--- src/design/scrp_pkg.sv ---
package scrp_pkg;

  // Byte position counter width (longest request is 7 + 255 bytes).
  localparam int COUNT_W = 9;

  // Default depth of the request queue between front and back.
  localparam int QUEUE_DEPTH_DEFAULT = 4;

  // Output bus width.
  localparam int OUT_DATA_W = 216;

  // Request field values.
  localparam logic [7:0] SOCKS_VERSION = 8'd5;
  localparam logic [7:0] CMD_CONNECT   = 8'd1;
  localparam logic [7:0] ATYP_IPV4     = 8'd1;
  localparam logic [7:0] ATYP_DOMAIN   = 8'd3;
  localparam logic [7:0] ATYP_IPV6     = 8'd4;

  // Byte positions within a request.
  localparam logic [COUNT_W-1:0] POS_VERSION   = 9'd0;
  localparam logic [COUNT_W-1:0] POS_COMMAND   = 9'd1;
  localparam logic [COUNT_W-1:0] POS_RESERVED  = 9'd2;
  localparam logic [COUNT_W-1:0] POS_ATYP      = 9'd3;
  localparam logic [COUNT_W-1:0] POS_NAME_LEN  = 9'd4;
  localparam logic [COUNT_W-1:0] POS_V4_LAST   = 9'd7;
  localparam logic [COUNT_W-1:0] POS_V4_PORT_H = 9'd8;
  localparam logic [COUNT_W-1:0] POS_V4_PORT_L = 9'd9;
  localparam logic [COUNT_W-1:0] POS_V6_LAST   = 9'd19;
  localparam logic [COUNT_W-1:0] POS_V6_PORT_H = 9'd20;
  localparam logic [COUNT_W-1:0] POS_V6_PORT_L = 9'd21;
  localparam logic [COUNT_W-1:0] NAME_PORT_H_OFS = 9'd5;
  localparam logic [COUNT_W-1:0] NAME_PORT_L_OFS = 9'd6;

  // Verdict status codes.
  localparam logic [1:0] STATUS_PARSED      = 2'd0;
  localparam logic [1:0] STATUS_REPLY_ERROR = 2'd1;
  localparam logic [1:0] STATUS_BAD_VERSION = 2'd2;

  // Reply codes.
  localparam logic [3:0] REPLY_SUCCESS      = 4'd0;
  localparam logic [3:0] REPLY_CMD_UNSUPP   = 4'd7;
  localparam logic [3:0] REPLY_ATYP_UNSUPP  = 4'd8;

  // Address family codes.
  localparam logic [2:0] FAMILY_NONE = 3'd0;
  localparam logic [2:0] FAMILY_IPV4 = 3'd4;
  localparam logic [2:0] FAMILY_IPV6 = 3'd6;

  // Result kind codes.
  localparam logic KIND_NAME    = 1'b0;
  localparam logic KIND_VERDICT = 1'b1;

  // Operation handed from the front to the back.
  typedef enum logic [2:0] {
    OP_COMMAND,
    OP_ADDR,
    OP_PORT_HIGH,
    OP_NAME_LENGTH,
    OP_NAME,
    OP_VERDICT
  } op_t;

  // One queued operation.
  typedef struct packed {
    op_t        op;
    logic [7:0] data;
    logic [1:0] status;
    logic [3:0] reply;
    logic [2:0] family;
  } q_item_t;

  // Queue status seen by the front and the back.
  typedef struct packed {
    logic full;
    logic empty;
  } q_status_t;

endpackage

--- src/design/socks_connect_request_parser_core.sv ---
// SOCKS5 connect request parser. Request bytes enter on the slave stream one per
// cycle while the request queue is not full, tuser marking the first byte of a
// new request; then every byte can be taken in the cycle after the previous one,
// so the sustained rate is one byte per clock. The front stage tracks the byte
// position and checks version, command, reserved byte and address type, then
// queues an operation for the back stage, which gathers address and port and
// drives the registered master stream. A result is registered in a queue slot
// and then in the output register. Input stalls only when the request queue
// (QUEUE_DEPTH entries) is full, as when the master side holds tready low.
// Domain name bytes come out as name results (tuser 0); each request ends with one
// verdict (tuser 1), and bytes after it are dropped until the next start byte.
module socks_connect_request_parser_core #(
  parameter int QUEUE_DEPTH = scrp_pkg::QUEUE_DEPTH_DEFAULT
) (
  input  logic                            clk,
  input  logic                            rst,
  input  logic                            s_tvalid,
  output logic                            s_tready,
  input  logic [7:0]                      s_tdata,  // [7:0] data_byte
  input  logic                            s_tuser,  // [0] frame_start
  output logic                            m_tvalid,
  input  logic                            m_tready,
  // [7:0] name_byte, [9:8] status, [13:10] reply_code, [21:14] command,
  // [24:22] address_family, [40:25] dest_port, [72:41] ipv4_address,
  // [136:73] ipv6_high, [200:137] ipv6_low, [208:201] name_length, rest zero
  output logic [scrp_pkg::OUT_DATA_W-1:0] m_tdata,
  output logic                            m_tuser   // [0] out_kind
);
  import scrp_pkg::*;

  logic      accept;
  logic      q_push;
  logic      q_pop;
  q_item_t   q_in;
  q_item_t   q_out;
  q_status_t q_stat;

  assign s_tready = !q_stat.full;
  assign accept   = s_tvalid && s_tready;

  // Front: byte classification and request checks.
  scrp_front u_front (
    .clk      (clk),
    .rst      (rst),
    .accept   (accept),
    .in_byte  (s_tdata),
    .in_start (s_tuser),
    .push     (q_push),
    .item     (q_in)
  );

  // Operation queue between the two stages.
  scrp_queue #(
    .DEPTH (QUEUE_DEPTH)
  ) u_queue (
    .clk       (clk),
    .rst       (rst),
    .push      (q_push),
    .push_item (q_in),
    .pop       (q_pop),
    .pop_item  (q_out),
    .stat      (q_stat)
  );

  // Back: field capture and result register.
  scrp_back u_back (
    .clk       (clk),
    .rst       (rst),
    .item      (q_out),
    .empty     (q_stat.empty),
    .pop       (q_pop),
    .out_valid (m_tvalid),
    .out_ready (m_tready),
    .out_kind  (m_tuser),
    .out_data  (m_tdata)
  );

`ifndef ASSERT_OFF
  // The front only queues an operation for a byte that was taken.
  a_push_on_accept: assert property (@(posedge clk) disable iff (rst)
    q_push |-> accept)
    else $error("queue push without an accepted byte");

  // The back never pops an empty queue.
  a_pop_nonempty: assert property (@(posedge clk) disable iff (rst)
    q_pop |-> !q_stat.empty)
    else $error("pop from an empty queue");

  // A name result carries nothing above the name byte.
  a_name_clean: assert property (@(posedge clk) disable iff (rst)
    (m_tvalid && m_tuser == KIND_NAME) |-> (m_tdata[OUT_DATA_W-1:8] == '0))
    else $error("name result with nonzero verdict fields");

  // No result is presented in the first cycle after reset is released.
  a_reset_idle: assert property (@(posedge clk)
    (!rst && $past(rst)) |-> !m_tvalid)
    else $error("result valid right after reset");
`endif

endmodule

--- src/design/scrp_front.sv ---
module scrp_front (
  input  logic             clk,
  input  logic             rst,
  input  logic             accept,
  input  logic [7:0]       in_byte,
  input  logic             in_start,
  output logic             push,
  output scrp_pkg::q_item_t item
);
  import scrp_pkg::*;

  logic [COUNT_W-1:0] byte_count, byte_count_next;
  logic               finished, finished_next;
  logic [7:0]         version_value, version_value_next;
  logic [7:0]         command_value, command_value_next;
  logic [7:0]         reserved_value, reserved_value_next;
  logic [7:0]         address_type, address_type_next;
  logic [7:0]         domain_length, domain_length_next;

  logic [COUNT_W-1:0] k;
  logic [COUNT_W-1:0] name_last;
  logic [7:0]         atyp_cur;

  // Position of this byte; a start byte is always position zero.
  assign k         = in_start ? '0 : byte_count;
  assign atyp_cur  = in_start ? '0 : address_type;
  assign name_last = POS_NAME_LEN + {1'b0, domain_length};

  // Classify the byte and decide which operation goes to the back.
  always_comb begin
    byte_count_next     = byte_count;
    finished_next       = finished;
    version_value_next  = version_value;
    command_value_next  = command_value;
    reserved_value_next = reserved_value;
    address_type_next   = address_type;
    domain_length_next  = domain_length;
    push                = 1'b0;
    item = '{op: OP_NAME, data: in_byte, status: STATUS_PARSED,
             reply: REPLY_SUCCESS, family: FAMILY_NONE};

    if (accept && (in_start || !finished)) begin
      finished_next   = 1'b0;
      byte_count_next = k + 1'b1;
      if (in_start) begin
        command_value_next  = '0;
        reserved_value_next = '0;
        address_type_next   = '0;
        domain_length_next  = '0;
      end
      case (k)
        POS_VERSION: begin
          version_value_next = in_byte;
        end
        POS_COMMAND: begin
          command_value_next = in_byte;
          item.op = OP_COMMAND;
          push    = 1'b1;
        end
        POS_RESERVED: begin
          reserved_value_next = in_byte;
        end
        POS_ATYP: begin
          address_type_next = in_byte;
          if (version_value != SOCKS_VERSION) begin
            item.op = OP_VERDICT;
            item.status = STATUS_BAD_VERSION;
            push = 1'b1;
            finished_next = 1'b1;
          end else if (command_value != CMD_CONNECT || reserved_value != 8'd0) begin
            item.op = OP_VERDICT;
            item.status = STATUS_REPLY_ERROR;
            item.reply = REPLY_CMD_UNSUPP;
            push = 1'b1;
            finished_next = 1'b1;
          end else if (in_byte != ATYP_IPV4 && in_byte != ATYP_DOMAIN &&
                       in_byte != ATYP_IPV6) begin
            item.op = OP_VERDICT;
            item.status = STATUS_REPLY_ERROR;
            item.reply = REPLY_ATYP_UNSUPP;
            push = 1'b1;
            finished_next = 1'b1;
          end
        end
        default: begin
          finished_next = 1'b1;
          if (atyp_cur == ATYP_IPV4) begin
            if (k <= POS_V4_LAST) begin
              item.op = OP_ADDR;
              push = 1'b1;
              finished_next = 1'b0;
            end else if (k == POS_V4_PORT_H) begin
              item.op = OP_PORT_HIGH;
              push = 1'b1;
              finished_next = 1'b0;
            end else if (k == POS_V4_PORT_L) begin
              item.op = OP_VERDICT;
              item.family = FAMILY_IPV4;
              push = 1'b1;
            end
          end else if (atyp_cur == ATYP_IPV6) begin
            if (k <= POS_V6_LAST) begin
              item.op = OP_ADDR;
              push = 1'b1;
              finished_next = 1'b0;
            end else if (k == POS_V6_PORT_H) begin
              item.op = OP_PORT_HIGH;
              push = 1'b1;
              finished_next = 1'b0;
            end else if (k == POS_V6_PORT_L) begin
              item.op = OP_VERDICT;
              item.family = FAMILY_IPV6;
              push = 1'b1;
            end
          end else if (atyp_cur == ATYP_DOMAIN) begin
            if (k == POS_NAME_LEN) begin
              domain_length_next = in_byte;
              push = 1'b1;
              if (in_byte == 8'd0) begin
                item.op = OP_VERDICT;
                item.status = STATUS_REPLY_ERROR;
                item.reply = REPLY_ATYP_UNSUPP;
              end else begin
                item.op = OP_NAME_LENGTH;
                finished_next = 1'b0;
              end
            end else if (k <= name_last) begin
              item.op = OP_NAME;
              push = 1'b1;
              finished_next = 1'b0;
            end else if (k == name_last + 1'b1) begin
              item.op = OP_PORT_HIGH;
              push = 1'b1;
              finished_next = 1'b0;
            end else if (k == name_last + 2'd2) begin
              item.op = OP_VERDICT;
              push = 1'b1;
            end
          end
        end
      endcase
    end
  end

  // Parser state registers.
  always_ff @(posedge clk) begin
    if (rst) begin
      byte_count     <= '0;
      finished       <= 1'b1;
      version_value  <= '0;
      command_value  <= '0;
      reserved_value <= '0;
      address_type   <= '0;
      domain_length  <= '0;
    end else begin
      byte_count     <= byte_count_next;
      finished       <= finished_next;
      version_value  <= version_value_next;
      command_value  <= command_value_next;
      reserved_value <= reserved_value_next;
      address_type   <= address_type_next;
      domain_length  <= domain_length_next;
    end
  end

endmodule

--- src/design/scrp_queue.sv ---
module scrp_queue #(
  parameter int DEPTH = scrp_pkg::QUEUE_DEPTH_DEFAULT
) (
  input  logic                clk,
  input  logic                rst,
  input  logic                push,
  input  scrp_pkg::q_item_t   push_item,
  input  logic                pop,
  output scrp_pkg::q_item_t   pop_item,
  output scrp_pkg::q_status_t stat
);
  import scrp_pkg::*;

  localparam int PTR_W = (DEPTH > 1) ? $clog2(DEPTH) : 1;
  localparam int CNT_W = $clog2(DEPTH + 1);
  localparam logic [PTR_W-1:0] LAST_PTR = PTR_W'(DEPTH - 1);
  localparam logic [CNT_W-1:0] FULL_CNT = CNT_W'(DEPTH);

  q_item_t          slots [DEPTH];
  logic [PTR_W-1:0] wr_ptr;
  logic [PTR_W-1:0] rd_ptr;
  logic [CNT_W-1:0] count;

  assign stat.full  = (count == FULL_CNT);
  assign stat.empty = (count == '0);
  assign pop_item   = slots[rd_ptr];

  // Storage write.
  always_ff @(posedge clk) begin
    if (push) begin
      slots[wr_ptr] <= push_item;
    end
  end

  // Pointers and fill count.
  always_ff @(posedge clk) begin
    if (rst) begin
      wr_ptr <= '0;
      rd_ptr <= '0;
      count  <= '0;
    end else begin
      if (push) begin
        wr_ptr <= (wr_ptr == LAST_PTR) ? '0 : wr_ptr + 1'b1;
      end
      if (pop) begin
        rd_ptr <= (rd_ptr == LAST_PTR) ? '0 : rd_ptr + 1'b1;
      end
      if (push && !pop) begin
        count <= count + 1'b1;
      end else if (pop && !push) begin
        count <= count - 1'b1;
      end
    end
  end

endmodule

--- src/design/scrp_back.sv ---
module scrp_back (
  input  logic                          clk,
  input  logic                          rst,
  input  scrp_pkg::q_item_t             item,
  input  logic                          empty,
  output logic                          pop,
  output logic                          out_valid,
  input  logic                          out_ready,
  output logic                          out_kind,
  output logic [scrp_pkg::OUT_DATA_W-1:0] out_data
);
  import scrp_pkg::*;

  logic [7:0]  command_value;
  logic [63:0] address_upper;
  logic [63:0] address_lower;
  logic [7:0]  port_high_byte;
  logic [7:0]  domain_length;

  logic        emits;
  logic        parsed;
  logic [7:0]  name_byte;
  logic [15:0] dest_port;
  logic [31:0] ipv4_address;
  logic [63:0] ipv6_high;
  logic [63:0] ipv6_low;
  logic [7:0]  name_length;
  logic [2:0]  family;

  // A result-producing operation waits for room in the output register.
  assign emits = (item.op == OP_NAME) || (item.op == OP_VERDICT);
  assign pop   = !empty && (!emits || !out_valid || out_ready);

  // Result fields for the operation at the head of the queue.
  always_comb begin
    parsed       = (item.op == OP_VERDICT) && (item.status == STATUS_PARSED);
    name_byte    = (item.op == OP_NAME) ? item.data : 8'd0;
    family       = parsed ? item.family : FAMILY_NONE;
    dest_port    = parsed ? {port_high_byte, item.data} : 16'd0;
    ipv4_address = (parsed && item.family == FAMILY_IPV4) ? address_lower[31:0] : 32'd0;
    ipv6_high    = (parsed && item.family == FAMILY_IPV6) ? address_upper : 64'd0;
    ipv6_low     = (parsed && item.family == FAMILY_IPV6) ? address_lower : 64'd0;
    name_length  = (parsed && item.family == FAMILY_NONE) ? domain_length : 8'd0;
  end

  // Captured request fields.
  always_ff @(posedge clk) begin
    if (pop) begin
      case (item.op)
        OP_COMMAND:     command_value <= item.data;
        OP_ADDR: begin
          address_upper <= {address_upper[55:0], address_lower[63:56]};
          address_lower <= {address_lower[55:0], item.data};
        end
        OP_PORT_HIGH:   port_high_byte <= item.data;
        OP_NAME_LENGTH: domain_length  <= item.data;
        default: begin
        end
      endcase
    end
  end

  // Output register payload.
  always_ff @(posedge clk) begin
    if (pop && emits) begin
      if (item.op == OP_NAME) begin
        out_kind <= KIND_NAME;
        out_data <= {{(OUT_DATA_W - 8){1'b0}}, name_byte};
      end else begin
        out_kind <= KIND_VERDICT;
        out_data <= {7'd0, name_length, ipv6_low, ipv6_high, ipv4_address, dest_port,
                     family, command_value, item.reply, item.status, 8'd0};
      end
    end
  end

  // Output register valid flag.
  always_ff @(posedge clk) begin
    if (rst) begin
      out_valid <= 1'b0;
    end else if (pop && emits) begin
      out_valid <= 1'b1;
    end else if (out_ready) begin
      out_valid <= 1'b0;
    end
  end

endmodule
--- config.mk ---
export PLATFORM = sky130hd
export DESIGN_NAME = socks_connect_request_parser_core
export DESIGN_NICKNAME = d
export VERILOG_FILES = /design/src/design/scrp_pkg.sv /design/src/design/socks_connect_request_parser_core.sv /design/src/design/scrp_front.sv /design/src/design/scrp_queue.sv /design/src/design/scrp_back.sv
export SDC_FILE = /design/constraint.sdc
export NUM_CORES = 1
export LEC_CHECK = 0
export BUFFER_PORTS_ARGS = -buffer_cell sky130_fd_sc_hd__buf_2
export CORE_MARGIN = 3
export CORE_UTILIZATION = 50
export DETAILED_ROUTE_END_ITERATION = 8
export HOLD_SLACK_MARGIN = 0.1
export PLACE_DENSITY = 0.75
export SLEW_MARGIN = 20
export SYNTH_ARGS = -nofsm -noshare
export SYNTH_HDL_FRONTEND = slang
export SYNTH_SLANG_ARGS = --single-unit
--- constraint.sdc ---
create_clock -name clk -period 32 [get_ports clk]
set_input_delay 4.8 -clock clk [delete_from_list [all_inputs] [get_ports clk]]
set_output_delay 4.8 -clock clk [all_outputs]
set_load 0.005 [all_outputs]
==> flow_metrics.env <==
export IMPL_initial_core_util=0.510
export IMPL_h_tree_depth=2
export IMPL_first_iter_violations=833
export IMPL_yosysMostFrequentCell="edfxtp_1"
export IMPL_ys_seq_elements=487
export IMPL_pwr_share_comb=0.142
export IMPL_finalClockSkew_ps=25.3
export IMPL_clk_pin_slew_ps=60
export IMPL_grt_usage=0.188
export IMPL_hold_violations=0
export IMPL_clock_sinks=487
export IMPL_final_fill_count=2749
export IMPL_tritoncts="done"
export IMPL_gp_congestion=0.829
export IMPL_syn_inst=1213
export IMPL_synthTopCellsByCount="427 x edfxtp_1, 194 x and2_1, 60 x dfxtp_1, 59 x nand2_1, 57 x nor2_1"
export IMPL_grt_pass1_wl_mm=57.9
export IMPL_hold_start="u_back.address_upper[49]$_DFFE_PP_"
export IMPL_fin_crit_ps=8360
export IMPL_synth_top_area_frac=0.684
export IMPL_synth_top_cell_by_area="edfxtp_1"
export IMPL_cts_setup_buffers=0
export IMPL_drtPass1Iterations=5
export IMPL_cts_buffers_inserted=48
export IMPL_p_int_uw=1210
export IMPL_antenna_found_initial=0
export IMPL_rsz0062_at_grt="false"
export IMPL_grt_pass1_vias=10200
export IMPL_io_buffers=223
export IMPL_grt_max_degree=129
export IMPL_endpoint_kind="register"
export IMPL_fin_crit_sh=0.261
export IMPL_seq_area_frac_synth=0.748
export IMPL_synth_cell_type_count=71
export IMPL_power_frac_seq=0.522
export IMPL_p_total_uw=1630
export IMPL_wire_per_inst_um=19.9
export IMPL_async_reset_ff_frac=0
export IMPL_ant_nets=0
export IMPL_leakage_uw=0.00762
export IMPL_hpwl_mm=25.1
export IMPL_dpl_cell_area_mm2=0.0203
export IMPL_maxSlewHeadroom=0.275
export IMPL_core_mm2=0.0368
export IMPL_pwr_density_cell_mw_per_mm2=74.7
export IMPL_crit_arrival_ps=8830
export IMPL_tightest_slew_ps=1080
export IMPL_setup_viol_count_final=0
export IMPL_cp_max_fo=20
export IMPL_maxSlewViolCount=0
export IMPL_ys_flop_type="edfxtp_1"
export IMPL_synthTopCellsByArea="edfxtp_1 68%, and2_1 6.5%, dfxtp_1 6.4%"
export IMPL_design_area_mm2=0.0218
export IMPL_die_w_um=200
export IMPL_vias=10600
export IMPL_num_rows=70
export IMPL_cts_resized=0
export IMPL_worstSkewPairLatency_ps=550
export IMPL_max_freq_mhz=120
export IMPL_boundaryPins=232
export IMPL_crit_type="in2reg"
export IMPL_drc=0
export IMPL_synth_edf_count=427
export IMPL_syn_to_final_growth_pct=16.4
export IMPL_hold_buffers=0
export IMPL_clockBufferDepth=3
export IMPL_clock_tree_root_cell="clkbuf_16"
export IMPL_num_nets_final=1476
export IMPL_final_layout_size_suffix_gt1_frac=0.231
export IMPL_max_vdd_ir_drop_mv=0.114
export IMPL_postSynthAreaPerCell_um2=15.5
export IMPL_hp_class="reg2reg"
export IMPL_setup_tns_ps=0
export IMPL_crit_start="s_tuser"
export IMPL_regToRegSetupSlack_ps=27400
export IMPL_p_sw_frac=0.260
export IMPL_startpoint_type="input port"
export IMPL_status="finished, final reports clean"
export IMPL_wirelength_mm=38.7
export IMPL_antenna_cells=0
export IMPL_viasPerCell=5.45
export IMPL_grt_overflow_total=0
export IMPL_p_sw_uw=423
export IMPL_die_h_um=200
export IMPL_fp_dieArea_mm2=0.0399
export IMPL_required_ps=32470
export IMPL_netlist_area_mm2=0.0187
export IMPL_yosys_warnings=0
export IMPL_power_clock_fraction=0.337
export IMPL_drv_cap=0
-- cells in the final DEF (no fill, tap or decap), drive strengths merged, types with 4 or more instances in the layout --
master,count
conb,8
a21oi,45
and3,17
and2,194
inv,27
dfxtp,60
nand3,39
nor3b,4
nor4,7
nand2b,5
xnor2,14
mux4,17
clkinvlp,4
clkinv,22
edfxtp,427
clkbuf,51
or4,4
xor2,14
a211oi,7
nor2b,29
bufinv,5
a22oi,17
nand2,59
o21ai,18
nand4,7
nor3,12
buf,230
ha,23
nor2,57
-- layer usage --
metal  track usage  wire length (um)  vias up
li1              -                 -     4881
met1         0.254             16000     5231
met2         0.310             19000      410
met3        0.0337              2560       74
met4        0.0682              1170        0
met5             0                 0        -
-- metrics by stage --
| stage | hold WS [ps] | util | std cells | setup slack, ps |
|---|---|---|---|---|
| after floorplan | 417 | - | 1220 | 17790 |
| after global placement | 420 | 0.551 | 1857 | 23100 |
| after detailed placement | 424 | 0.551 | 1857 | 22900 |
| after CTS | 436 | 0.593 | 1944 | 23480 |
| after global routing | 446 | 0.593 | 1944 | 23290 |
| final | 436 | 0.593 | 1944 | 23640 |
-- worst max-delay path, cell delays in order --
cell and delay, ps:
buf_2 320, nor2b_1 160, inv_1 140, ha_1 560, nor3b_1 310, nand4_1 210, o211ai_1 230, o2bb2ai_1 100
a21oi_1 170, o21ai_2 110, a21oi_1 330, ha_1 250, inv_1 70, fa_1 430, xor2_1 170, or3_1 300
a21oi_1 140
-- cell families after synthesis --
group / count (synthesis) / synth area share
xor+xnor: 30 / 0.0159
fa+ha+maj: 24 / 0.0164
buf+inv: 83 / 0.0192
mux: 19 / 0.0215
other cells: 1 / 0.000200
flops: 487 / 0.748
simple gates: 456 / 0.139
compound gates: 113 / 0.0396
-- sequential cells by signal, summed over array words and instances, names as in the netlist, 9 cells and up, named ones only --
signal,count
u_back.address_upper,64
u_queue.slots,68
u_front.byte_count,9
u_back.out_data,206
u_back.address_lower,64
-- path summary, 6_finish.rpt --
check / endpoint / cells past startpoint
setup / recovery: u_queue.count[2]$_SDFFE_PP0P_ / 17
hold / removal: u_back.address_upper[57]$_DFFE_PP_ / 0
setup reg to reg: u_back.out_data[82]$_SDFFCE_PP0P_ / 5
hold reg to reg: u_back.address_upper[57]$_DFFE_PP_ / 0
-- power groups by stage --
stage	clock [uW]	sequential, uW	combinational, uW
final	549	850	231
after global routing	585	858	255
after CTS	558	851	236
after detailed placement	0	863	234
after floorplan	0	882	116
after global placement	0	861	230
-- final cells by class --
class,instances,area (um^2),share of cell area
multi-input combinational,650,4410,0.202
clock buffer,51,1210,0.0556
timing repair buffer,230,1170,0.0536
clock inverter,36,330,0.0151
sequential,487,14000,0.643
tap,468,586,0.0268
inverter,22,90.1,0.00413
Power figures use the tool's default switching activity.
